File: config.mk
export PLATFORM = sky130hd
export DESIGN_NAME = segy_sample_to_float
export DESIGN_NICKNAME = d
export VERILOG_FILES = /design/src/rtl/segy_pkg.sv /design/src/rtl/segy_sample_to_float.sv
export SDC_FILE = /design/constraint.sdc
export NUM_CORES = 1
export LEC_CHECK = 0
export ABC_AREA = 1
export BUFFER_PORTS_ARGS = -buffer_cell sky130_fd_sc_hd__buf_4
export CELL_PAD_IN_SITES_DETAIL_PLACEMENT = 0
export CELL_PAD_IN_SITES_GLOBAL_PLACEMENT = 1
export CORE_ASPECT_RATIO = 1.2
export CORE_MARGIN = 10
export CORE_UTILIZATION = 48
export DETAILED_ROUTE_END_ITERATION = 6
export HOLD_SLACK_MARGIN = 0.06
export PLACE_DENSITY = 0.9
export SYNTH_ARGS = -nofsm -noshare
export SYNTH_HDL_FRONTEND = slang
export SYNTH_SLANG_ARGS = --single-unit
File: constraint.sdc
create_clock -name clk -period 13.2 [get_ports clk]
set_input_delay 1.32 -clock clk [delete_from_list [all_inputs] [get_ports clk]]
set_output_delay 1.32 -clock clk [all_outputs]
set_load 0.01 [all_outputs]
File: src/rtl/segy_pkg.sv
// Package for the sample-to-float converter: field widths, format codes,
// register indexes, rounding function. No dependencies.
package segy_pkg;

	localparam int SampleW = 32;
	localparam int WexpW   = 16;
	localparam int FmtW    = 4;
	localparam int CfgIdxW = 1;
	localparam int CfgDatW = 4;

	localparam logic [FmtW-1:0] FMT_IBM   = 4'd1;
	localparam logic [FmtW-1:0] FMT_INT32 = 4'd2;
	localparam logic [FmtW-1:0] FMT_INT16 = 4'd3;
	localparam logic [FmtW-1:0] FMT_RAW   = 4'd4;
	localparam logic [FmtW-1:0] FMT_IEEE  = 4'd5;
	localparam logic [FmtW-1:0] FMT_INT8A = 4'd6;
	localparam logic [FmtW-1:0] FMT_INT8B = 4'd8;

	localparam logic [CfgIdxW-1:0] REG_FORMAT = 1'd0;
	localparam logic [CfgIdxW-1:0] REG_SWAP   = 1'd1;

	// Intermediate: sign, magnitude and exponent so that value = mag * 2^exp.
	typedef struct packed {
		logic        zero_out;
		logic        pass;
		logic [31:0] pass_bits;
		logic        sign;
		logic [31:0] mag;
		logic signed [18:0] exp;
	} unpk_t;

	// Round sign, m * 2^e to single precision, nearest even.
	function automatic logic [31:0] pack_float(input logic sign, input logic [31:0] m,
			input logic signed [18:0] e);
		logic [5:0]         p;
		logic signed [19:0] shift;
		logic signed [19:0] lim;
		logic [55:0]        ext;
		logic [31:0]        q;
		logic               g;
		logic               st;
		logic signed [19:0] ef;
		p = 6'd0;
		for (int i = 0; i < 32; i++) begin
			if (m[i]) p = 6'(i);
		end
		shift = 20'(p) - 20'sd23;
		lim = -20'sd149 - 20'(e);
		if (lim > shift) shift = lim;
		q = 32'd0;
		g = 1'b0;
		st = 1'b0;
		if (shift <= 0) begin
			q = m << 5'(-shift);
		end else if (shift > 33) begin
			q = 32'd0;
		end else begin
			ext = {m, 24'd0} >> 6'(shift);
			q = ext[55:24];
			g = ext[23];
			st = |ext[22:0];
			if (g && (st || q[0])) q = q + 32'd1;
		end
		ef = 20'(e) + shift + 20'sd150;
		if (q[24]) begin
			q = q >> 1;
			ef = ef + 20'sd1;
		end
		if (m == 32'd0) return {sign, 31'd0};
		if (!q[23]) return {sign, 8'd0, q[22:0]};
		if (ef >= 20'sd255) return {sign, 8'hFF, 23'd0};
		return {sign, ef[7:0], q[22:0]};
	endfunction

endpackage

File: src/rtl/segy_sample_to_float.sv
// Top level of the sample-to-float converter: decode stage and weighting
// stage. Depends on segy_pkg.
//
// Converts one SEG-Y sample word per beat into IEEE single precision. Two
// register stages: stage 1 decodes the selected format (IBM float, signed
// int32/16/8, raw or IEEE bits, optional byte swap) into sign/magnitude/
// exponent and rounds once; stage 2 scales by 2^-weight_exponent and rounds
// again only when the exponent is nonzero. One beat per cycle while
// m_tready is high; each stage loads whenever it is empty or being
// drained. Config (index 0 format, 1 byte swap) goes over cfg_valid/
// cfg_ready (always high); users must write it only while idle, unchecked.
module segy_sample_to_float (
	input  logic        clk,
	input  logic        arst_n,
	input  logic        s_tvalid,
	output logic        s_tready,
	input  logic [47:0] s_tdata,   // [31:0] raw_sample, [47:32] weight_exponent
	output logic        m_tvalid,
	input  logic        m_tready,
	output logic [31:0] m_tdata,   // [31:0] sample_float
	input  logic        cfg_valid,
	output logic        cfg_ready,
	input  logic [segy_pkg::CfgIdxW-1:0] cfg_index,
	input  logic [segy_pkg::CfgDatW-1:0] cfg_data
);

	logic [segy_pkg::FmtW-1:0] fmt_q;
	logic                      swap_q;
	logic                      v_s1, v_s2;
	logic [31:0]               f_s1;
	logic signed [15:0]        w_s1;
	logic [31:0]               res_s2;
	logic                      adv1, adv2;
	logic [31:0]               raw, w32, dec, wres;
	logic [15:0]               w16;
	logic [31:0]               mag;
	logic                      sg;

	assign cfg_ready = 1'b1;
	assign adv2 = !v_s2 || m_tready;
	assign adv1 = !v_s1 || adv2;
	assign s_tready = adv1;
	assign m_tvalid = v_s2;
	assign m_tdata = res_s2;

	always_ff @(posedge clk or negedge arst_n) begin
		if (!arst_n) begin
			fmt_q  <= segy_pkg::FMT_IBM;
			swap_q <= 1'b0;
		end else if (cfg_valid) begin
			unique case (cfg_index)
				segy_pkg::REG_FORMAT: fmt_q <= cfg_data;
				segy_pkg::REG_SWAP:   swap_q <= cfg_data[0];
				default: ;
			endcase
		end
	end

	// Decode.
	always_comb begin
		raw = s_tdata[31:0];
		w32 = swap_q ? {raw[7:0], raw[15:8], raw[23:16], raw[31:24]} : raw;
		w16 = swap_q ? {raw[7:0], raw[15:8]} : raw[15:0];
		dec = 32'd0;
		sg  = 1'b0;
		mag = 32'd0;
		unique case (fmt_q)
			segy_pkg::FMT_IBM:
				dec = segy_pkg::pack_float(w32[31], {8'd0, w32[23:0]},
					19'(signed'({1'b0, w32[30:24]})) * 19'sd4 - 19'sd280);
			segy_pkg::FMT_INT32: begin
				sg  = w32[31];
				mag = sg ? (~w32 + 32'd1) : w32;
				dec = segy_pkg::pack_float(sg, mag, 19'sd0);
			end
			segy_pkg::FMT_INT16: begin
				sg  = w16[15];
				mag = sg ? (32'(~w16) + 32'd1) & 32'hFFFF : 32'(w16);
				dec = segy_pkg::pack_float(sg, mag, 19'sd0);
			end
			segy_pkg::FMT_RAW:  dec = raw;
			segy_pkg::FMT_IEEE: dec = w32;
			segy_pkg::FMT_INT8A, segy_pkg::FMT_INT8B: begin
				sg  = raw[7];
				mag = sg ? (32'(~raw[7:0]) + 32'd1) & 32'hFF : 32'(raw[7:0]);
				dec = segy_pkg::pack_float(sg, mag, 19'sd0);
			end
			default: dec = 32'd0;
		endcase
	end

	// Weighting.
	always_comb begin
		if (w_s1 == 16'sd0) begin
			wres = f_s1;
		end else if (f_s1[30:23] == 8'hFF) begin
			wres = (f_s1[22:0] != 23'd0) ? (f_s1 | 32'h0040_0000) : f_s1;
		end else if (f_s1[30:0] == 31'd0) begin
			wres = f_s1;
		end else if (f_s1[30:23] == 8'd0) begin
			wres = segy_pkg::pack_float(f_s1[31], {9'd0, f_s1[22:0]},
				-19'sd149 - 19'(w_s1));
		end else begin
			wres = segy_pkg::pack_float(f_s1[31], {8'd0, 1'b1, f_s1[22:0]},
				19'(signed'({1'b0, f_s1[30:23]})) - 19'sd150 - 19'(w_s1));
		end
	end

	always_ff @(posedge clk or negedge arst_n) begin
		if (!arst_n) begin
			v_s1 <= 1'b0;
			v_s2 <= 1'b0;
		end else begin
			if (adv1) v_s1 <= s_tvalid;
			if (adv2) v_s2 <= v_s1;
		end
	end

	always_ff @(posedge clk) begin
		if (adv1 && s_tvalid) begin
			f_s1 <= dec;
			w_s1 <= s_tdata[47:32];
		end
		if (adv2 && v_s1) res_s2 <= wres;
	end

`ifndef ASSERT_OFF
	a_fill: assert property (@(posedge clk) disable iff (!arst_n)
		(s_tvalid && s_tready) |=> v_s1)
		else $error("accepted beat lost in stage 1");
	a_hold: assert property (@(posedge clk) disable iff (!arst_n)
		(v_s2 && !m_tready) |=> (v_s2 && $stable(res_s2)))
		else $error("stalled result changed");
	a_rdy: assert property (@(posedge clk) disable iff (!arst_n)
		(v_s1 && v_s2 && !m_tready) |-> !s_tready)
		else $error("input taken while full");
`endif

endmodule
---- Word-level counts from Yosys, hierarchy flattened ----
Index checks and enable logic that the tools add are counted.
word-level totals
  register bits ........................... 87
  input bits .............................. 58
  output and inout port bits .............. 35
  logic and storage cells ................. 485
cells by class
  add/sub/neg operators ................... 43
  magnitude comparators ................... 24
  equality and inequality tests ........... 8
  shifts and indexed selects .............. 12
  multiplexer cells ....................... 351
  bitwise operators ....................... 4
  reductions and logical operators ........ 36
operators by type and width
  kind                   number
  $mux 32                41
  $mux 6                 145
  $mux 25                30
  $mux 20                36
  $mux 24                18
  $pmux 32 s6            1
  $add 25x1->25 const B  6
  $reduce_or 23->1       6
  $add 20x2->20 const B  6
  $add 20x9->20 const B  6
  $ge 20x9->1 const B    6
  $gt 20x7->1 const B    6
  $le 20x1->1 const B    6
  $shr 48x6->49          2
  $logic_not 32->1       3
  $mux 1                 76
  $shr 56x6->49          1
  $shl 24x5->25          2
  $shr 32x6->49          1
  $shr 40x6->49          1
  $shr 47x6->49          1
  $sub 6x5->7 const B    6
  $add 17x20->20         2
  $gt 18x7->1            2
  other kinds (40)       68

---- Depth between registers and ports, before layout ----
  depth after elaboration ................. 68
  gate-level depth with buffers ........... 73
  mapped depth without buffers ............ 69

---- Worst setup path before layout ----
OpenSTA, ideal clock, no wires.
  kind .................................... register -> register
  from .................................... register f_s1[1]
  to ...................................... register res_s2[19], in the netlist m_tdata[19] (data pin)
  setup time .............................. 0.260 ns
  arrival ................................. 8.506 ns
  required time ........................... 12.940 ns
  path slack .............................. 4.434 ns
  stages on the path, launching flop included .. 60
  path buffers ............................ 5
  cells stage by stage .................... edfxtp_1 > clkbuf_1 > inv_1 > o21ai_1 > a21oi_1 > o21ai_1 > a21oi_1 > o21ai_1 > a21oi_1 > o21ai_1 > a21oi_1 > o21ai_0 > nand2_1 > a21oi_1 > ha_1 > inv_1 > nor2_1 > ha_1 > [24 not listed] > a21oi_1 > o21bai_1 > nand2_1 > nand2_1 > a21oi_1 > xor2_1 > nand2_1 > nor4_1 > nand3_1 > xor2_1 > nand2_1 > o21ai_0 > nand3_1 > nand2_1 > inv_2 > buf_4 > a31oi_1 > a21oi_1
between the ends
  longest elaborated chain between the ends .. 64
  elaborated cells on any way between the ends .. 134
RTL lines
  what                                                             RTL line                     source
  start, declared                                                  segy_sample_to_float.sv:30   logic [31:0] f_s1;
  start signal, assigned                                           segy_sample_to_float.sv:121  f_s1 <= dec;
  parallel branches: the longest is 61 deep, another holds $mux 6  -
  $mux 32 *                                                        segy_sample_to_float.sv:98   end else if (f_s1[30:0] == 31'd0) begin
  $mux 32 *                                                        segy_sample_to_float.sv:96   end else if (f_s1[30:23] == 8'hFF) begin
  $mux 32 *                                                        segy_sample_to_float.sv:94   if (w_s1 == 16'sd0) begin
  via wres[19]                                                     segy_sample_to_float.sv:34   logic [31:0] raw, w32, dec, wres;
  end signal, assigned                                             segy_sample_to_float.sv:124  if (adv2 && v_s1) res_s2 <= wres;
  end, declared                                                    segy_sample_to_float.sv:32   logic [31:0] res_s2;
Mark *: on every way through the listed nets, which the timed path passes. The select of a mux whose other input is x is not followed.
A chain may end at the register's enable or synchronous reset.

---- Worst setup path in the final report ----
  from .................................... register f_s1[1]
  to ...................................... register res_s2[13], in the netlist m_tdata[13] (data pin)
The elaborated chain is that of the path after synthesis.

==> flow_summary.json <==
{
  "synth_ff_type": "edfxtp_1",
  "cts_buffers": 9,
  "min_period_ns": 10.98,
  "cp-start-kind": "flip-flop",
  "max_stage_delay_ns": 0.75,
  "worstSetupPathType": "reg -> reg",
  "routedWlPerCell_um": 20.00,
  "fin_setup_tns_ns": 0,
  "hp-class": "reg -> reg",
  "syn2layout_area_growth_pct": 3.424,
  "critical_path_arrival_ns": 11.09,
  "synth_top_area_cell": "nand2_1",
  "status": "complete, but fails checks",
  "crit_family": "simple AND/OR/NAND/NOR gates",
  "clkTransAtPathRegs_ns": 0.07,
  "worst_skew_pair.late_latency_ns": 0.39,
  "syn_area_per_cell_um2": 5.210,
  "cts.repair.resized": 0,
  "cts_htree_levels": 3,
  "violations": "capacitance limit",
  "nets": 6523,
  "slew_headroom_pct": 0.2586,
  "pin_count": 93,
  "first_global_vias": 38569,
  "endpoint_kind": "flip-flop",
  "slowest_stage": "clkinv_1",
  "hold_viol_final": 0,
  "synth_seq_cells": 87,
  "drt-pass1-iter-count": 6,
  "rsz0062_at_grt": "false",
  "drv_cap": 1,
  "cts_sinks": 87,
  "io_buffers": 91,
  "final_area_um2": 34620,
  "yosysWarningCount": 0,
  "fin_skew_ns": 0.01961,
  "slew_viol_final": 0,
  "num_rows": 106,
  "synthesis.area_um2": 33480,
  "start_util_pct": 48.26,
  "fmax_ghz": 0.09108,
  "vias": 42412,
  "grt.total_usage_pct": 34.40,
  "critPathBufInv": 10,
  "multi_input_area_um2": 26550,
  "gr-total-overflow": 0,
  "ys_seq_area_share_pct": 7.703,
  "wl_mm": 144.6,
  "synth_cell_types": 85,
  "synth_edf_count": 80,
  "root_buffer": "clkbuf_16",
  "dp.final_hpwl_mm": 120.1,
  "synth-async-reset-ratio_pct": 8.046,
  "fin_crit_sh_pct": 83.18,
  "place.gp.congestion": 1.048,
  "cpMostUsedCell": "nand2_1",
  "postCtsHoldBufs": 0,
  "ant_nets": 0,
  "post_dp_cell_area_um2": 34360,
  "hold_slack_ns": 0.4543,
  "drc": 0,
  "grt_start_max_net_pins": 71,
  "antenna_found_initial": 1,
  "core_um2": 69360,
  "antenna_cells": 0,
  "cp_max_fo": 44,
  "cts_buffer_depth": 2,
  "cts_tree": "yes",
  "required_ns": 13.31,
  "netlist_top_cells_area": "nand2_1 (23%), nand3_1 (11%), inv_1 (8.4%)",
  "post-cts-setup-buffers": 0,
  "fill_cells": 7961,
  "finalWorstSetupSlack_ns": 2.220,
  "drive_above_1_share_pct": 5.593,
  "avgViaCountPerCell": 5.867,
  "worst_slew_pin_slew_ns": 1.482,
  "chipWidth_um": 261.1,
  "setup_viol": 0,
  "syn_inst": 6425,
  "place_ws_ns": 2.311,
  "yosysTopAreaCellShare_pct": 23.22,
  "seq_area_um2": 2579,
  "grt_pass1_wl_mm": 219.3,
  "die_area_um2": 80750,
  "drtIter0Drc": 4639,
  "die_h_um": 309.3
}
## synth_stat cells (all sizes together), types with 2 or more instances
cell type     n
or2          23
fa            4
o21a         12
a211oi       10
nor3         81
o21bai       18
a311oi        2
a21oi       257
o32ai         6
clkbuf      121
ha          155
a32oi         2
inv         800
conb          2
edfxtp       80
xnor2        29
a31oi        46
o31ai        14
nand3b       14
nor4         28
o211ai       74
dfrtp         6
a21o          3
nor2        648
o311ai        4
o221ai        7
mux2i        13
o2111ai      20
a31o          2
a221oi        4
a221o         2
o21ai       572
o22ai        16
nor3b         4
buf         148
nand3       761
a22oi        26
and2          8
xor2        172
nand2      2104
nand4       104
clkinv       10
a21boi        2
## per-layer routing
layer / routed length, um / GRT usage, % / share of wire [%] / vias up
met5: 17 / 0 / 0.012 / -
met4: 12060 / 25.25 / 8.3 / 2
met2: 67530 / 58.51 / 47 / 1983
li1: - / - / - / 20872
met3: 10320 / 4.007 / 7.1 / 489
met1: 54640 / 39.37 / 38 / 19066
## worst paths after layout
path / from / endpoint / slack [ns] / depth (start not counted)
worst min register to register: f_s1[31] / m_tdata[31] / 0.45 / 0
worst max-delay path: f_s1[1] / m_tdata[13] / 2.22 / 50
max in group asynchronous: arst_n / fmt_q[0] / 12.26 / 1
worst min-delay path: f_s1[31] / m_tdata[31] / 0.45 / 0
min in group asynchronous: arst_n / swap_q / 0.74 / 1
worst max register to register: f_s1[1] / m_tdata[13] / 2.22 / 50
## layout make-up
cell class	count	area share [%]
repair buffers	137	2.971
clock inverters	5	0.1012
clock buffers	11	0.6722
flip-flops and latches	87	7.448
inverters	810	8.800
well taps	918	3.317
multi-input cells	5261	76.69
## placed cells by master (no fill, tap or decap), drive strengths merged, types with 14 or more instances in the layout
master,netlist,layout
a21oi,257,257
nor2,648,648
edfxtp,80,80
o211ai,74,74
o21bai,18,18
nand3b,14,14
o2111ai,20,20
xor2,172,172
a22oi,26,26
o31ai,14,14
nand3,761,761
nor3,81,81
ha,155,155
or2,23,23
o22ai,16,16
nand2,2104,2104
xnor2,29,29
o21ai,572,572
inv,800,800
nand4,104,104
a31oi,46,46
nor4,28,28
buf,148,137
## per-stage QoR
step           std cells  utilization [%]
2_1_floorplan       6427                -
3_3_place_gp        7213            49.53
3_5_place_dp        7213            49.53
4_1_cts             7229            49.92
5_1_grt             7229            49.92
6_report            7229            49.92
## kinds of logic after synthesis
family / after synthesis / share of synthesized area [%]
simple gates: 3779 / 48.34
compound gates: 1105 / 18.96
buf+inv: 1079 / 13.13
xor+xnor: 201 / 5.416
fa+ha+maj: 159 / 6.032
flops: 87 / 7.703
mux: 13 / 0.3887
other cells: 2 / 0.02243
## state kept, by name, indices dropped and copies added, names as in the netlist
register / cells
f_s1: 32
fmt_q: 4
m_tdata: 32
m_tvalid: 1
swap_q: 1
v_s1: 1
w_s1: 16
Power is not shown: default switching activity piles up to over one toggle a cycle in this logic, so the estimate is an artifact.
